File: src/rtl/bmb_ram.sv
// generic single-write, single-read synchronous ram with registered read
// no dependencies
module bmb_ram #(
  parameter int WIDTH = 8,
  parameter int DEPTH = 256
) (
  input  logic                     clk,
  input  logic                     we,
  input  logic [$clog2(DEPTH)-1:0] waddr,
  input  logic [WIDTH-1:0]         wdata,
  input  logic                     re,
  input  logic [$clog2(DEPTH)-1:0] raddr,
  output logic [WIDTH-1:0]         rdata
);

  logic [WIDTH-1:0] mem [DEPTH];

  always_ff @(posedge clk) begin
    if (we) begin
      mem[waddr] <= wdata;
    end
    if (re) begin
      rdata <= mem[raddr];
    end
  end

endmodule

File: config.mk
export PLATFORM = sky130hd
export DESIGN_NAME = bmb_ram
export DESIGN_NICKNAME = d
export VERILOG_FILES = /design/src/rtl/bmb_ram.sv
export SDC_FILE = /design/constraint.sdc
export NUM_CORES = 2
export LEC_CHECK = 0
export BUFFER_PORTS_ARGS = -buffer_cell sky130_fd_sc_hd__buf_2
export CORE_ASPECT_RATIO = 1.2
export CORE_UTILIZATION = 60
export CTS_BUF_LIST = sky130_fd_sc_hd__clkbuf_16
export CTS_CLUSTER_DIAMETER = 120
export CTS_CLUSTER_SIZE = 30
export DETAILED_ROUTE_END_ITERATION = 10
export GPL_TIMING_DRIVEN = 1
export PLACE_DENSITY = 0.76
export SLEW_MARGIN = 10
export SYNTH_ARGS = -nofsm -noshare
export SYNTH_HDL_FRONTEND = slang
export SYNTH_SLANG_ARGS = --single-unit
File: constraint.sdc
create_clock -name clk -period 3.1 [get_ports clk]
set_input_delay 0.31 -clock clk [delete_from_list [all_inputs] [get_ports clk]]
set_output_delay 0.31 -clock clk [all_outputs]
set_load 0.02 [all_outputs]
Word-level counts from Yosys, hierarchy flattened --
Memories as Yosys holds them, arrays and structs flattened. A register that Yosys moved wholly into a read port is not among the register bits. Cells that the tools add are included.
Word-level totals: memories 1, register bits 0, output and inout port bits 8, bits in writable memories 2048, input port bits 27
Memory list:
- mem | words 256, bits a word 8, rd ports 1, clocked after memory_dff 1, wr ports 1, line 16 | logic [WIDTH-1:0] mem [DEPTH];
Cells by class: muxes and demuxes 2
Operators with widths (number):
- $mux 1 | 2

Longest topological paths before layout --
depth after elaboration 2, depth in mapped cells 11

Worst setup path before layout --
Ideal clock, no wire load.
path kind input to register, from input port raddr[0], to register rdata[2] (read register of mem) (data pin), required time 2.831 ns, stages on the path 9, path slack 0.714 ns, arrival 2.117 ns, cells stage by stage buf_6 buf_12 buf_8 buf_2 mux4_2 a22oi_1 a21oi_1 nor4_1 nor4_2
RTL lines:
- start: declaration | line 12 | input logic [$clog2(DEPTH)-1:0] raddr,
- end: declaration | line 13 | output logic [WIDTH-1:0] rdata

==> results.py <==
metrics = {
    "clock_tree": {
        "cts-root-buf": "clkbuf_16",
        "clock-sinks": 2056,
        "htreeDepth": 3,
        "tritoncts": "yes",
        "cts_made_buffers": 78,
        "clk_pin_slew_ps": 110,
        "worstSkewPairLatency_ps": 750,
        "clk_path_buf_depth": 3,
    },
    "floorplan": {
        "ios": 35,
        "die_width_um": 335,
        "dieArea_um2": 134000,
        "initial_utilization_pct": 60.4,
        "die_h_um": 401,
        "core_um2": 132000,
        "fp-row-count": 146,
    },
    "synthesis": {
        "ys.flop_type": "edfxtp_1",
        "synth_edf_count": 2056,
        "ys_types": 54,
        "synthCells": 3733,
        "synthArstFlopShare_pct": 0,
        "ys_seq_area_share_pct": 77.5,
        "syn_area_um2": 79600,
        "ys_warn_count": 0,
        "syn_avg_cell_area_um2": 21.3,
        "synth_seq_cells": 2056,
        "synth_nets": 3760,
    },
    "setup_path": {
        "regToRegSetupSlack_ps": 40,
        "path_cells": "mux4_2 -> mux4_2 -> nor2b_1 -> nor4_1 -> buf_4 -> nor4_1",
        "worst_r2r_endpoint": "rdata[1]",
        "worstSetupPathType": "flop to flop",
        "cpPeakStageDelay_ps": 880,
        "worstPathRequired_ps": 3610,
        "cp-end-kind": "flop",
        "critPathSlowestCell": "nor4_1",
        "critPathMaxFanout": 1,
        "r2r-start": "mem[83][1]",
        "critPathLaunchType": "flop",
        "r2r_cells": 6,
        "critical_path_arrival_ps": 3560,
    },
    "drt": {
        "drc": 0,
        "firstDrtPassIters": 7,
        "routedWlPerCell_um": 31.8,
        "vias_per_cell": 6.74,
        "vias": 39923,
        "antenna_left": 0,
        "drt-initial-drc-count": 5150,
        "routed_wl_mm": 188,
    },
    "timing": {
        "fin_crit_ps": 3060,
        "fin_skew_ps": 44.1,
        "max-slew-margin-rel_pct": 29.5,
        "worstMarginPinSlew_ps": 1060,
        "timing.final.ws_setup_ps": 44.5,
        "finalHoldViolCount": 0,
        "rsz0062_at_grt": "false",
        "fin_crit_sh_pct": 98.6,
        "max_freq_mhz": 327,
        "final-setup-viol-count": 0,
        "drv_slew": 0,
    },
    "power_and_ir_drop": {
        "power.internal_mw": 36.5,
        "ir_worst_vdd_mv": 0.410,
        "p_leak_nw": 27.4,
        "power_density_nw_per_um2": 528,
        "pwr-share-clk_pct": 27.1,
        "seqPwrFrac_pct": 66.4,
        "power_switching_share_pct": 20.9,
        "power_frac_comb_pct": 6.5,
        "switching_power_mw": 9.67,
        "power_mw": 46.1,
    },
    "final_layout": {
        "drive_gt1_share_pct": 26.9,
        "nets": 4163,
        "fill_cells": 8281,
        "final_common_cell": "edfxtp_1",
        "area_growth_pct": 9.81,
        "final_cell_mix": "edfxtp_1 (2056), buf_4 (465), mux4_2 (454)",
    },
    "global_routing": {
        "antenna_found_initial": 16,
        "grt_pass1_wl_mm": 274,
        "grtUsageTotal_pct": 28.5,
        "grt_pass1_vias": 39769,
        "grt_max_degree": 156,
        "gr-total-overflow": 0,
    },
    "status": {
        "run_status": "finished clean",
    },
    "placement": {
        "globalplace.congestion": 0.925,
        "dp_hpwl_mm": 125,
        "port_buffers": 34,
        "place_worst_setup_slack_ps": -579,
    },
    "min_path": {
        "min_path_type": "input pin to flop",
        "min_from": "wdata[1]",
        "hold_path_depth": 1,
        "hold_end": "mem[52][1]",
    },
    "flow_run": {
        "max_cap_violations": 0,
    },
}
## worst max path at each step
stage	slack [ps]	startpoint	to
floorplan	710	raddr[0]	rdata[2]
detailed placement	-580	raddr[0]	rdata[1]
global route	70	mem[83][1]	rdata[1]
CTS	70	mem[83][1]	rdata[1]
finish	40	mem[83][1]	rdata[1]
global placement	-520	raddr[0]	rdata[1]
## cell usage after synthesis (all sizes together), types with 5 or more instances
| master | n | area, µm² |
|---|---|---|
| edfxtp | 2056 | 61700 |
| mux4 | 456 | 10300 |
| nor2 | 282 | 1060 |
| mux2i | 134 | 1340 |
| a22oi | 133 | 998 |
| buf | 122 | 1030 |
| clkbuf | 111 | 417 |
| a21oi | 96 | 480 |
| o221ai | 47 | 418 |
| nand3 | 34 | 170 |
| nand2 | 33 | 124 |
| nor2b | 31 | 194 |
| o22ai | 28 | 175 |
| nor4 | 27 | 188 |
| nor3 | 22 | 110 |
| a211oi | 16 | 120 |
| a221oi | 14 | 129 |
| o21ai | 12 | 60.1 |
| nand4 | 10 | 62.6 |
| o211ai | 10 | 75.1 |
| a22o | 8 | 70.1 |
| nand2b | 8 | 50.1 |
| and2 | 6 | 37.5 |
| a2111oi | 5 | 52.6 |
| o22a | 5 | 43.8 |
| o32ai | 5 | 51.3 |
## registers in the layout (all words and copies together) (netlist names)
name   flops
mem     2048
rdata      8
## cell families after synthesis
family,after synthesis,synth area share (%)
compound gates,385,3.42
buf+inv,235,1.83
flops,2056,77.5
mux,591,14.6
simple gates,466,2.63
## layer usage
layer  vias to the layer above  global-route usage (%)  routed length [µm]
met2                      2267                    47.0               95000
met1                     20982                    38.6               67800
li1                      16328                       -                   -
met3                       334                    4.27               17600
met5                         -                       0                  65
met4                        12                    11.4                7870
## worst max-delay path, delay by kind of cell, from the launching register on
| family | cells | cell delay (ps) |
|---|---|---|
| multiplexers | 2 | 1050 |
| AND/OR/NAND/NOR | 3 | 1130 |
| flip-flops | 1 | 390 |
| buffers and inverters | 1 | 260 |
## what timing repair did
| action | 4_1_cts | 5_1_grt |
|---|---|---|
| setup buffers | 0 | 0 |
| endpoints found under the hold margin | 13 | 0 |
| resized for setup | 0 | 0 |
| hold buffers | 2 | 0 |
## cell type report
| type | instances | area [µm²] | area share, % |
|---|---|---|---|
| Antenna cell | 9 | 22.5 | 0.0258 |
| Clock inverter | 5 | 58.8 | 0.0672 |
| Multi-Input combinational cell | 1442 | 16500 | 18.9 |
| Inverter | 2 | 7.51 | 0.00858 |
| Tap cell | 1776 | 2220 | 2.54 |
| Clock buffer | 80 | 2000 | 2.29 |
| Sequential cell | 2056 | 61700 | 70.6 |
| Timing Repair Buffer | 556 | 4900 | 5.61 |
## stage by stage
| stage | utilization, % | instances | area (µm²) | hold WS, ps | setup TNS (ps) |
|---|---|---|---|---|---|
| 2_1_floorplan | - | 3733 | 79600 | 409 | 0 |
| 3_3_place_gp | 64.7 | 5830 | 85300 | 589 | -1260 |
| 3_5_place_dp | 64.7 | 5830 | 85300 | 588 | -1400 |
| 4_1_cts | 66.3 | 5917 | 87400 | 163 | 0 |
| 5_1_grt | 66.3 | 5917 | 87400 | 195 | 0 |
| 6_report | 66.3 | 5926 | 87500 | 152 | 0 |
## power groups by stage
| stage | Sequential (mW) | Clock, mW | Combinational (mW) |
|---|---|---|---|
| after floorplan | 31.3 | 0 | 1.49 |
| after global placement | 31.3 | 0 | 2.91 |
| after detailed placement | 31.3 | 0 | 2.97 |
| after CTS | 30.6 | 12.6 | 2.98 |
| after global routing | 30.6 | 13.4 | 3.11 |
| final | 30.6 | 12.5 | 2.98 |
No activity file was read; power rests on OpenSTA's default activity.
